===== src/design/ahs_pkg.sv =====
package ahs_pkg;

  localparam int unsigned AXES  = 4;
  localparam int unsigned PINS  = 16;
  localparam int unsigned SLOTS = 4;

  localparam int unsigned SLOT_W   = 3;
  localparam int unsigned PIN_W    = 4;
  localparam int unsigned ORDER_W  = SLOTS * SLOT_W;
  localparam int unsigned TRIG_W   = AXES * PIN_W;
  localparam int unsigned ELAPSED_W = 17;

  localparam logic [15:0] TIMEOUT_RESET = 16'd60000;

  // Configuration register indexes
  typedef enum logic [2:0] {
    REG_HOME_ORDER      = 3'd0,
    REG_TRIGGER_PINS    = 3'd1,
    REG_TRIGGER_LEVELS  = 3'd2,
    REG_HOME_DIRECTIONS = 3'd3,
    REG_TIMEOUT_MS      = 3'd4
  } reg_idx_e;

  typedef enum logic [2:0] {
    ST_IDLE    = 3'd0,
    ST_RUN     = 3'd1,
    ST_OK      = 3'd2,
    ST_CFG     = 3'd3,
    ST_TIMEOUT = 3'd4,
    ST_TRIG    = 3'd5
  } status_e;

  typedef enum logic [2:0] {
    PH_APPROACH1 = 3'd0,
    PH_BACKOFF1  = 3'd1,
    PH_APPROACH2 = 3'd2,
    PH_BACKOFF2  = 3'd3,
    PH_DONE      = 3'd4
  } phase_e;

  typedef struct packed {
    logic [ORDER_W-1:0] home_order;
    logic [TRIG_W-1:0]  trigger_pins;
    logic [AXES-1:0]    trigger_levels;
    logic [AXES-1:0]    home_directions;
    logic [15:0]        timeout_ms;
  } cfg_t;

  typedef struct packed {
    logic               op;
    logic [15:0]        pin_inputs;
    logic               move_done;
    logic signed [31:0] position;
  } item_t;

  typedef struct packed {
    status_e               status;
    phase_e                phase;
    logic [2:0]            axis;
    logic [2:0]            slot;
    logic [AXES-1:0]       homed;
    logic [ELAPSED_W-1:0]  elapsed;
    logic signed [31:0]    capture;
  } state_t;

  typedef struct packed {
    status_e            status;
    logic [2:0]         axis;
    phase_e             phase;
    logic               move_start;
    logic               move_dir;
    logic [3:0]         homed_mask;
    logic               axis_done;
    logic signed [31:0] captured_position;
    logic               estop_request;
  } result_t;

endpackage


===== src/design/ahs_step.sv =====
module ahs_step import ahs_pkg::*; (
  input  cfg_t    cfg_i,
  input  state_t  state_i,
  input  item_t   item_i,
  output state_t  state_o,
  output result_t result_o
);

  typedef struct packed {
    status_e    status;
    phase_e     phase;
    logic [2:0] axis;
    logic       issue;
    logic       dir;
  } begin_t;

  // Take the axis held in a slot: end of list, bad slot, or a fresh approach.
  function automatic begin_t begin_slot(logic [ORDER_W-1:0] order,
                                        logic [AXES-1:0] dirs, logic [2:0] slot);
    begin_t     b;
    logic [2:0] v;
    v = (slot < 3'(SLOTS)) ? order[slot[1:0]*SLOT_W +: SLOT_W] : 3'd0;
    b.status = ST_RUN;
    b.phase  = PH_APPROACH1;
    b.axis   = v;
    b.issue  = 1'b0;
    b.dir    = 1'b0;
    if (v == 3'd0) begin
      b.status = ST_OK;
      b.axis   = 3'd0;
      b.phase  = PH_DONE;
    end else if (v > 3'(AXES)) begin
      b.status = ST_CFG;
      b.axis   = 3'd0;
      b.phase  = PH_DONE;
    end else begin
      b.issue = 1'b1;
      b.dir   = dirs[2'(v - 3'd1)];
    end
    return b;
  endfunction

  logic                 fail_hit;
  status_e              fail_code;
  logic [AXES-1:0]      clear_mask;
  logic [2:0]           v;
  logic [1:0]           vidx;
  logic [PIN_W-1:0]     pin;
  logic [1:0]           cur_idx;
  logic [PIN_W-1:0]     cur_pin;
  logic                 cur_hit;
  logic [ELAPSED_W-1:0] el_inc;
  begin_t               b_first;
  begin_t               b_next;
  state_t               nxt;
  logic                 mstart;
  logic                 mdir;
  logic                 adone;
  logic                 estop;

  // Start checks over the listed slots; first failing slot decides
  always_comb begin
    fail_hit   = 1'b0;
    fail_code  = ST_CFG;
    clear_mask = '0;
    v          = 3'd0;
    vidx       = 2'd0;
    pin        = '0;
    for (int s = 0; s < SLOTS; s++) begin
      v    = cfg_i.home_order[s*SLOT_W +: SLOT_W];
      vidx = 2'(v - 3'd1);
      pin  = cfg_i.trigger_pins[vidx*PIN_W +: PIN_W];
      if (v != 3'd0 && v <= 3'(AXES)) begin
        clear_mask[vidx] = 1'b1;
        if (!fail_hit) begin
          if ({1'b0, pin} >= 5'(PINS)) begin
            fail_hit  = 1'b1;
            fail_code = ST_CFG;
          end else if (item_i.pin_inputs[pin] == cfg_i.trigger_levels[vidx]) begin
            fail_hit  = 1'b1;
            fail_code = ST_TRIG;
          end
        end
      end
    end
  end

  assign cur_idx = 2'(state_i.axis - 3'd1);
  assign cur_pin = cfg_i.trigger_pins[cur_idx*PIN_W +: PIN_W];
  assign cur_hit = item_i.pin_inputs[cur_pin] == cfg_i.trigger_levels[cur_idx];
  assign el_inc  = (state_i.elapsed != '1) ? state_i.elapsed + 1'b1 : state_i.elapsed;
  assign b_first = begin_slot(cfg_i.home_order, cfg_i.home_directions, 3'd0);
  assign b_next  = begin_slot(cfg_i.home_order, cfg_i.home_directions,
                              state_i.slot + 3'd1);

  always_comb begin
    nxt    = state_i;
    mstart = 1'b0;
    mdir   = 1'b0;
    adone  = 1'b0;
    estop  = 1'b0;
    if (!item_i.op) begin
      if (state_i.status != ST_RUN) begin
        if (fail_hit) begin
          nxt.status = fail_code;
          nxt.phase  = PH_DONE;
          nxt.axis   = 3'd0;
        end else begin
          nxt.homed  = state_i.homed & ~clear_mask;
          nxt.slot   = 3'd0;
          nxt.status = b_first.status;
          nxt.phase  = b_first.phase;
          nxt.axis   = b_first.axis;
          if (b_first.issue) begin
            nxt.elapsed = '0;
            mstart      = 1'b1;
            mdir        = b_first.dir;
          end
        end
      end
    end else if (state_i.status == ST_RUN && state_i.axis != 3'd0
                 && state_i.axis <= 3'(AXES)) begin
      case (state_i.phase)
        PH_APPROACH1, PH_APPROACH2: begin
          nxt.elapsed = el_inc;
          if (el_inc > {1'b0, cfg_i.timeout_ms}) begin
            nxt.status = ST_TIMEOUT;
            nxt.phase  = PH_DONE;
            estop      = 1'b1;
          end else if (cur_hit) begin
            nxt.phase = (state_i.phase == PH_APPROACH1) ? PH_BACKOFF1 : PH_BACKOFF2;
            mstart    = 1'b1;
            mdir      = ~cfg_i.home_directions[cur_idx];
          end
        end
        PH_BACKOFF1: begin
          if (item_i.move_done) begin
            nxt.phase   = PH_APPROACH2;
            nxt.elapsed = '0;
            mstart      = 1'b1;
            mdir        = cfg_i.home_directions[cur_idx];
          end
        end
        PH_BACKOFF2: begin
          if (item_i.move_done) begin
            nxt.capture        = item_i.position;
            nxt.homed[cur_idx] = 1'b1;
            adone              = 1'b1;
            nxt.slot           = state_i.slot + 3'd1;
            nxt.status         = b_next.status;
            nxt.phase          = b_next.phase;
            nxt.axis           = b_next.axis;
            if (b_next.issue) begin
              nxt.elapsed = '0;
              mstart      = 1'b1;
              mdir        = b_next.dir;
            end
          end
        end
        default: begin
        end
      endcase
    end
  end

  assign state_o = nxt;

  assign result_o.status            = nxt.status;
  assign result_o.axis              = nxt.axis;
  assign result_o.phase             = nxt.phase;
  assign result_o.move_start        = mstart;
  assign result_o.move_dir          = mstart & mdir;
  assign result_o.homed_mask        = nxt.homed;
  assign result_o.axis_done         = adone;
  assign result_o.captured_position = nxt.capture;
  assign result_o.estop_request     = estop;

endmodule


===== src/design/axis_homing_sequencer_core.sv =====
// Channel   Direction  Handshake              Payload
// input     in         in_valid_i/in_stall_o  op, pin_inputs, move_done, position
// result    out        out_valid_o/out_stall_i status .. estop_request
// config    in         cfg_valid_i/cfg_ready_o cfg_index_i, cfg_data_i
//
// One beat per cycle sustained while out_stall_i is low; a result passes the input
// register, then the result register, with the single-pass step logic between them.
// Reset clears the sequencer state and loads register defaults (timeout 60000).
// An output stall backs up into in_stall_o only once both the input register
// and the result register hold a beat. Config writes are always taken.
module axis_homing_sequencer_core import ahs_pkg::*; (
  input  logic               clk_i,
  input  logic               rst_ni,
  input  logic               in_valid_i,
  output logic               in_stall_o,
  input  logic               op_i,
  input  logic [15:0]        pin_inputs_i,
  input  logic               move_done_i,
  input  logic signed [31:0] position_i,
  output logic               out_valid_o,
  input  logic               out_stall_i,
  output logic [2:0]         status_o,
  output logic [2:0]         axis_o,
  output logic [2:0]         phase_o,
  output logic               move_start_o,
  output logic               move_dir_o,
  output logic [3:0]         homed_mask_o,
  output logic               axis_done_o,
  output logic signed [31:0] captured_position_o,
  output logic               estop_request_o,
  input  logic               cfg_valid_i,
  output logic               cfg_ready_o,
  input  logic [2:0]         cfg_index_i,
  input  logic [15:0]        cfg_data_i
);

  cfg_t    cfg_q;
  state_t  state_q;
  state_t  state_d;
  item_t   item_q;
  result_t result_q;
  result_t result_d;
  logic    s1_valid_q;
  logic    out_valid_q;
  logic    s1_adv;
  logic    in_acc;

  assign cfg_ready_o = 1'b1;
  assign s1_adv      = s1_valid_q && (!out_valid_q || !out_stall_i);
  assign in_stall_o  = s1_valid_q && out_valid_q && out_stall_i;
  assign in_acc      = in_valid_i && !in_stall_o;

  ahs_step u_step (
    .cfg_i    (cfg_q),
    .state_i  (state_q),
    .item_i   (item_q),
    .state_o  (state_d),
    .result_o (result_d)
  );

  always_ff @(posedge clk_i or negedge rst_ni) begin
    if (!rst_ni) begin
      cfg_q.home_order      <= '0;
      cfg_q.trigger_pins    <= '0;
      cfg_q.trigger_levels  <= '0;
      cfg_q.home_directions <= '0;
      cfg_q.timeout_ms      <= TIMEOUT_RESET;
    end else if (cfg_valid_i) begin
      case (reg_idx_e'(cfg_index_i))
        REG_HOME_ORDER:      cfg_q.home_order      <= cfg_data_i[ORDER_W-1:0];
        REG_TRIGGER_PINS:    cfg_q.trigger_pins    <= cfg_data_i[TRIG_W-1:0];
        REG_TRIGGER_LEVELS:  cfg_q.trigger_levels  <= cfg_data_i[AXES-1:0];
        REG_HOME_DIRECTIONS: cfg_q.home_directions <= cfg_data_i[AXES-1:0];
        REG_TIMEOUT_MS:      cfg_q.timeout_ms      <= cfg_data_i;
        default: begin
        end
      endcase
    end
  end

  always_ff @(posedge clk_i or negedge rst_ni) begin
    if (!rst_ni) begin
      s1_valid_q      <= 1'b0;
      out_valid_q     <= 1'b0;
      state_q.status  <= ST_IDLE;
      state_q.phase   <= PH_DONE;
      state_q.axis    <= '0;
      state_q.slot    <= '0;
      state_q.homed   <= '0;
      state_q.elapsed <= '0;
      state_q.capture <= '0;
    end else begin
      if (in_acc) begin
        s1_valid_q <= 1'b1;
      end else if (s1_adv) begin
        s1_valid_q <= 1'b0;
      end
      if (s1_adv) begin
        out_valid_q <= 1'b1;
        state_q     <= state_d;
      end else if (!out_stall_i) begin
        out_valid_q <= 1'b0;
      end
    end
  end

  // Payload registers: hold the beat until it moves on
  always_ff @(posedge clk_i) begin
    if (in_acc) begin
      item_q.op         <= op_i;
      item_q.pin_inputs <= pin_inputs_i;
      item_q.move_done  <= move_done_i;
      item_q.position   <= position_i;
    end
    if (s1_adv) begin
      result_q <= result_d;
    end
  end

  assign out_valid_o         = out_valid_q;
  assign status_o            = result_q.status;
  assign axis_o              = result_q.axis;
  assign phase_o             = result_q.phase;
  assign move_start_o        = result_q.move_start;
  assign move_dir_o          = result_q.move_dir;
  assign homed_mask_o        = result_q.homed_mask;
  assign axis_done_o         = result_q.axis_done;
  assign captured_position_o = result_q.captured_position;
  assign estop_request_o     = result_q.estop_request;

endmodule

===== config.mk =====
export PLATFORM = sky130hd
export DESIGN_NAME = axis_homing_sequencer_core
export DESIGN_NICKNAME = d
export VERILOG_FILES = /design/src/design/ahs_pkg.sv /design/src/design/ahs_step.sv /design/src/design/axis_homing_sequencer_core.sv
export SDC_FILE = /design/constraint.sdc
export NUM_CORES = 1
export LEC_CHECK = 0
export BUFFER_PORTS_ARGS = -buffer_cell sky130_fd_sc_hd__buf_4
export CAP_MARGIN = 20
export CELL_PAD_IN_SITES_DETAIL_PLACEMENT = 0
export CELL_PAD_IN_SITES_GLOBAL_PLACEMENT = 2
export CORE_ASPECT_RATIO = 1.5
export CORE_MARGIN = 10
export CORE_UTILIZATION = 43
export DETAILED_ROUTE_END_ITERATION = 6
export HOLD_SLACK_MARGIN = 0.08
export PLACE_DENSITY_LB_ADDON = 0.1
export SYNTH_ARGS = -nofsm -noshare
export SYNTH_HDL_FRONTEND = slang
export SYNTH_SLANG_ARGS = --single-unit

===== constraint.sdc =====
create_clock -name clk_i -period 13.75 [get_ports clk_i]
set_input_delay 2.75 -clock clk_i [delete_from_list [all_inputs] [get_ports clk_i]]
set_output_delay 2.75 -clock clk_i [all_outputs]
set_load 0.02 [all_outputs]

==> results_dict.tcl, run 1 <==
set metrics [dict create \
    root_buffer "clkbuf_16" \
    synth_warnings 0 \
    antenna_cells 0 \
    power_frac_clock_pct 25.1 \
    clk_pin_slew_ps 60 \
    yosysMostFrequentCell "nand2_1" \
    syn_area_mm2 0.0115 \
    hold_slack_ps 497 \
    rsz0062_at_grt "no" \
    drc 0 \
    clock_latency_ps 520 \
    h-tree-depth 1 \
    die-height_um 220 \
    yosys.area_share.simple_pct 12.3 \
    grt_pass1_wl_mm 46.6 \
    wirelength_mm 29.1 \
    synth.distinct_cells 65 \
    cts_buffers 23 \
    crit_chain "buf_4, nand3_1, inv_1, buf_4" \
    dieArea_mm2 0.0337 \
    rows 73 \
    async_flop_share_pct 54.6 \
    synthAdderAreaFrac_pct 5.02 \
    cts.path.max_buffers 3 \
    rr_worst_depth 19 \
    min_period_ps 5910 \
    synthFlopType "dfrtp_1" \
    power.switching_mw 0.841 \
    multi_input_area_mm2 0.00516 \
    fin_skew_ps 14.5 \
    setup_viol 0 \
    worst_setup_path_start_kind "primary input" \
    worstMarginPinSlew_ps 1080 \
    regArea_mm2 0.00596 \
    grt_usage_pct 17.2 \
    arrival_ps 3160 \
    port_buffers 124 \
    cp_max_fo 3 \
    avgSynthCellArea_um2 11.8 \
    comb_power_share_pct 36.9 \
    cts_tree "done" \
    synthTopCellsByArea "edfxtp_1 26%, dfrtp_1 24%, mux4_2 6.7%, mux2_2 6.6%, nand2_1 5.6%" \
    hold_path_end "out_valid_o$_DFFE_PN0P_" \
    max_stage_delay_ps 150 \
    initial_core_util_pct 43.4 \
    r2r-start "state_q[32]$_DFFE_PN0P_" \
    dr.pass1.iters 4 \
    worst-path-buf-inv 3 \
    hold_viol 0 \
    grt_pass1_vias 8173 \
    switching_share_pct 34.4 \
    intPower_mw 1.61 \
    fill_cells 2429 \
    area_growth_pct 17.2 \
    syn_nets 1095 \
    die_w_um 153 \
    min_from "s1_valid_q$_DFFE_PN0P_" \
    yosys.area.top_type "edfxtp_1" \
    final.setup.tns_ps 0 \
    drv_slew 0 \
    yosysTopAreaCellShare_pct 25.9 \
    hold_buffers 0 \
    end_kind "output pin" \
    synthXorXnorAreaFrac_pct 1.91 \
    path_delay_family "buffers and inverters" \
    min_period_over_period_pct 43.0 \
    cts_num_sinks 218 \
    synth_seq_cells 218 \
    gr-total-overflow 0 \
    cts_setup_buffers 0 \
    vias_per_cell 5.43 \
    drive_gt1_share_pct 26.4 \
    synth_compound_area_share_pct 8.31 \
    synth_edf_count 99 \
    maxCapViolations 0 \
    peakVddDrop_mv 0.121 \
    dp_hpwl_mm 21.1 \
    ys_seq_area_share_pct 52.0 \
    critical_path_required_ps 11000 \
    ant_nets 0 \
    synth_top_family_by_area "multiplexers" \
    wire_per_inst_um 20.2 \
    worstReg2RegEnd "move_dir_o$_DFFE_PP_" \
    criticalPathCategory "primary input to output pin" \
    crit_top_cell "buf_4" \
    grt_start_max_net_pins 74 \
    p_leak_nw 5.90 \
    drt-initial-drc-count 398 \
    post_cts_resized 0 \
    final_util_pct 50.9 \
    max_freq_ghz 0.169 \
    min_path_cells 1 \
    rrSetupSlack_ps 8830 \
    hold_class "flip-flop to flip-flop" \
    synthCells 975 \
    status "completed" \
    antenna_found_initial 0 \
    cp_slowest_cell "buf_4" \
    coreArea_mm2 0.0264 \
    p_seq_share_pct 38.0 \
    finalPower_mw 2.45 \
    num-nets-final 1205 \
    synth_mux_area_share_pct 17.2 \
    startpoint "out_stall_i" \
    io_pins 126 \
    routed-via-count 7805 \
    gp_congestion 0.826 \
    cellPowerDensity_mw_per_mm2 182 \
    slew_headroom_pct 27.9 \
    yosys-top-cells-count "170 x nand2_1, 111 x dfrtp_1, 99 x edfxtp_1, 67 x mux2_2, 46 x ha_1" \
]
area by class of cell:
cell class / count / share of cell area (%)
clock inverters: 8 / 0.698
inverters: 40 / 1.12
flip-flops and latches: 218 / 44.4
clock buffers: 33 / 4.79
well taps: 337 / 3.14
multi-input cells: 668 / 38.4
repair buffers: 134 / 7.49
worst reg2reg max path: cells and delay by family, from the launching register on:
family	cells	cell delay (ps)
AND/OR/NAND/NOR	9	2620
AO/OA/AOI/OAI	6	960
flip-flops	1	430
adder cells (fa/ha/maj)	2	410
buffers and inverters	1	190
XOR/XNOR	1	180
placed cells by master, fill, tap and decap left out, drive strengths merged, types with 34 or more instances in the layout:
master / Yosys / final
buf: 13 / 134
dfrtp: 111 / 111
edfxtp: 99 / 99
ha: 46 / 46
inv: 39 / 41
mux2: 67 / 67
mux2i: 45 / 45
mux4: 34 / 34
nand2: 170 / 170
nor2: 36 / 36
o21ai: 49 / 49
cell families (layout without fill, tap and decap cells):
family / count (synthesis) / count (layout)
multiplexers: 146 / 146
flip-flops: 218 / 218
AND/OR/NAND/NOR: 305 / 305
AO/OA/AOI/OAI: 145 / 145
buffers and inverters: 89 / 215
other: 1 / 1
XOR/XNOR: 25 / 25
adder cells (fa/ha/maj): 46 / 46
metrics by stage:
step                std cells  instance area (um2)  setup WS, ps
finish                   1438                13400          7840
floorplan                 975                11500          8000
CTS                      1438                13400          7830
global placement         1397                12700          7830
global route             1438                13400          7800
detailed placement       1397                12700          7830
per-layer routing:
layer | GRT usage (%) | vias up | routed length [um]
li1 | - | 3750 | -
met1 | 20.9 | 3860 | 12000
met2 | 30.8 | 164 | 15200
met3 | 2.71 | 31 | 1230
met4 | 4.81 | 0 | 614
met5 | 0 | - | 0
power groups by stage:
stage | registers (mW) | logic, mW | clock network (mW)
final | 0.929 | 0.901 | 0.615
after floorplan | 0.943 | 0.634 | 0
after global routing | 0.949 | 0.992 | 0.659
after CTS | 0.931 | 0.913 | 0.635
after detailed placement | 0.943 | 0.910 | 0
after global placement | 0.940 | 0.900 | 0
flip-flops by register name (all words and copies together) (netlist names), 3 cells and up:
register and count:
axis_o 3, state_q 65, homed_mask_o 4, cfg_q 52, phase_o 3, captured_position_o 32, item_q 50, status_o 3
worst max path at each step:
stage	end	slack (ps)	cells past startpoint
CTS	in_stall_o	7830	4
global placement	in_stall_o	7830	4
global route	in_stall_o	7800	4
floorplan	in_stall_o	8000	2
finish	in_stall_o	7840	4
detailed placement	in_stall_o	7830	4
Note: power is estimated with default switching activity, not from simulation.
==> inputs of run 2 (changes only) <==
--- a/config.mk
+++ b/config.mk
@@ -11,7 +11,7 @@
 export CELL_PAD_IN_SITES_GLOBAL_PLACEMENT = 2
 export CORE_ASPECT_RATIO = 1.5
 export CORE_MARGIN = 10
-export CORE_UTILIZATION = 43
+export CORE_UTILIZATION = 36
 export DETAILED_ROUTE_END_ITERATION = 6
 export HOLD_SLACK_MARGIN = 0.08
 export PLACE_DENSITY_LB_ADDON = 0.1
==> constraint.sdc (replaced) <==
create_clock -name clk_i -period 4.8 [get_ports clk_i]
set_input_delay 0.96 -clock clk_i [delete_from_list [all_inputs] [get_ports clk_i]]
set_output_delay 0.96 -clock clk_i [all_outputs]
set_load 0.02 [all_outputs]
==> results_dict.tcl, run 2 (same netlist as run 1, synthesis figures left out) <==
set metrics [dict create \
    drv_slew 0 \
    coreArea_mm2 0.0316 \
    slew_headroom_pct 38.7 \
    dp_slack_ps 199 \
    wirelength_mm 31.1 \
    cts_buffers 24 \
    fill_cells 3072 \
    gp_congestion 0.822 \
    final.setup.tns_ps 0 \
    hold_buffers 0 \
    fin_skew_ps 12.4 \
    p_leak_nw 5.97 \
    hold_slack_ps 496 \
    antenna_found_initial 0 \
    placed_cells 1482 \
    hold_viol 0 \
    largest_register_ffs 65 \
    drive_gt1_share_pct 27.6 \
    die_w_um 166 \
    criticalPathCategory "flip-flop to flip-flop" \
    min_period_ps 4400 \
    dp_hpwl_mm 22.8 \
    port_buffers 124 \
    finalNonFillerCells 1527 \
    top_regs "state_q (65), cfg_q (52), item_q (50)" \
    multi_input_area_mm2 0.00517 \
    cp_max_fo 6 \
    io_pins 126 \
    h-tree-depth 1 \
    initial_core_util_pct 36.2 \
    routed-via-count 7880 \
    setup_ws_ps 401 \
    grt_pass1_wl_mm 49.4 \
    ant_nets 0 \
    rsz0062_at_grt "no" \
    antenna_cells 0 \
    grt_start_max_net_pins 64 \
    peakVddDrop_mv 0.211 \
    critical_path_required_ps 5190 \
    end_kind "flip-flop" \
    root_buffer "clkbuf_16" \
    area_growth_pct 18.9 \
    cts_num_sinks 218 \
    worst_setup_path_start_kind "flip-flop" \
    cellPowerDensity_mw_per_mm2 516 \
    cts.path.max_buffers 3 \
    vias_per_cell 5.16 \
    postPlaceCellArea_mm2 0.0129 \
    worstMarginPinSlew_ps 906 \
    regMostFlops "state_q" \
    die-height_um 239 \
    arrival_ps 4790 \
    wire_per_inst_um 20.3 \
    max_freq_ghz 0.227 \
    gr-total-overflow 0 \
    grt_pass1_vias 8306 \
    clock_latency_ps 530 \
    num-nets-final 1219 \
    final_common_cell "nand2_1" \
    maxCapViolations 0 \
    status "completed" \
    regArea_mm2 0.00596 \
    rows 80 \
    final_cell_mix "170 x nand2_1, 146 x buf_4, 111 x dfrtp_1" \
    clk_pin_slew_ps 70 \
    dieArea_mm2 0.0395 \
    stdcell_area_mm2 0.0136 \
    hold_class "primary input to asynchronous set/reset pin" \
    drt-initial-drc-count 331 \
    drc 0 \
    dr.pass1.iters 4 \
    cts_tree "done" \
    min_period_over_period_pct 91.7 \
    setup_viol 0 \
    grt_usage_pct 15.6 \
]
-- run 2: changes by cell type in the layout (fill, tap and decap cells not counted), sizes merged --
| cell | delta |
|---|---|
| bufinv | -2 |
| buf | +13 |
| clkinv | +10 |
| clkbuf | -5 |
-- run 2: final timing paths --
| kind | cells past startpoint | from | to | slack [ps] |
|---|---|---|---|---|
| setup / recovery | 19 | state_q[32]$_DFFE_PN0P_ | move_dir_o$_DFFE_PP_ | 400 |
| hold / removal | 1 | rst_ni | cfg_q[25]$_DFFE_PN0P_ | 500 |
| setup reg to reg | 19 | state_q[32]$_DFFE_PN0P_ | move_dir_o$_DFFE_PP_ | 400 |
| hold reg to reg | 1 | state_q[49]$_DFFE_PN0P_ | state_q[49]$_DFFE_PN0P_ | 500 |
| max in group asynchronous | 2 | rst_ni | cfg_q[43]$_DFFE_PN0P_ | 3300 |
| min in group clk_i | 1 | state_q[49]$_DFFE_PN0P_ | state_q[49]$_DFFE_PN0P_ | 500 |
-- run 2: report_power, final --
part	internal [mW]	leakage, nW	switching, mW	total, mW
Sequential	2.38	2.48	0.254	2.63
Clock	0.964	0.363	0.763	1.73
Combinational	1.22	3.12	1.46	2.68
-- run 2: area by class of cell --
type	instances	share of cell area, %
clock inverter	16	0.606
sequential	218	43.7
clock buffer	28	4.74
inverter	40	1.10
tap	410	3.76
multi-input combinational	668	37.9
timing repair buffer	147	8.12
-- run 2: per-stage QoR --
step | util [%] | total power [mW]
CTS | 43.0 | 7.16
finish | 43.1 | 7.04
detailed placement | 40.7 | 5.39
floorplan | - | 4.52
global route | 43.1 | 7.50
global placement | 40.7 | 5.37
-- run 2: metal layers --
metal  wire (um)  track usage (%)  share of wire [%]
met1       12900             18.4                 41
met2       16400             28.6                 53
met3        1130             2.30                3.6
met4         703             4.82                2.3
met5           0                0                  0
-- run 2: worst max-delay path, stage by stage (launching register included) --
cell      delay (ps)
dfrtp_1          430
ha_1             190
nand3_1          110
nor4_1           280
buf_4            180
nand2_1          150
and2_1           250
and3_1           210
and3_1           210
xor2_1           170
ha_1             200
a21o_1           160
a21o_1           170
a21o_1           170
a31oi_1          160
o21ai_0          140
a211oi_2         350
nand3_1          150
or4_1            480
nand3_1           90
-- run 2: repair_timing --
action / in CTS / in global routing
buffers inserted: 0 / 0
gates resized for setup: 0 / 2
setup endpoints to repair: 0 / 8
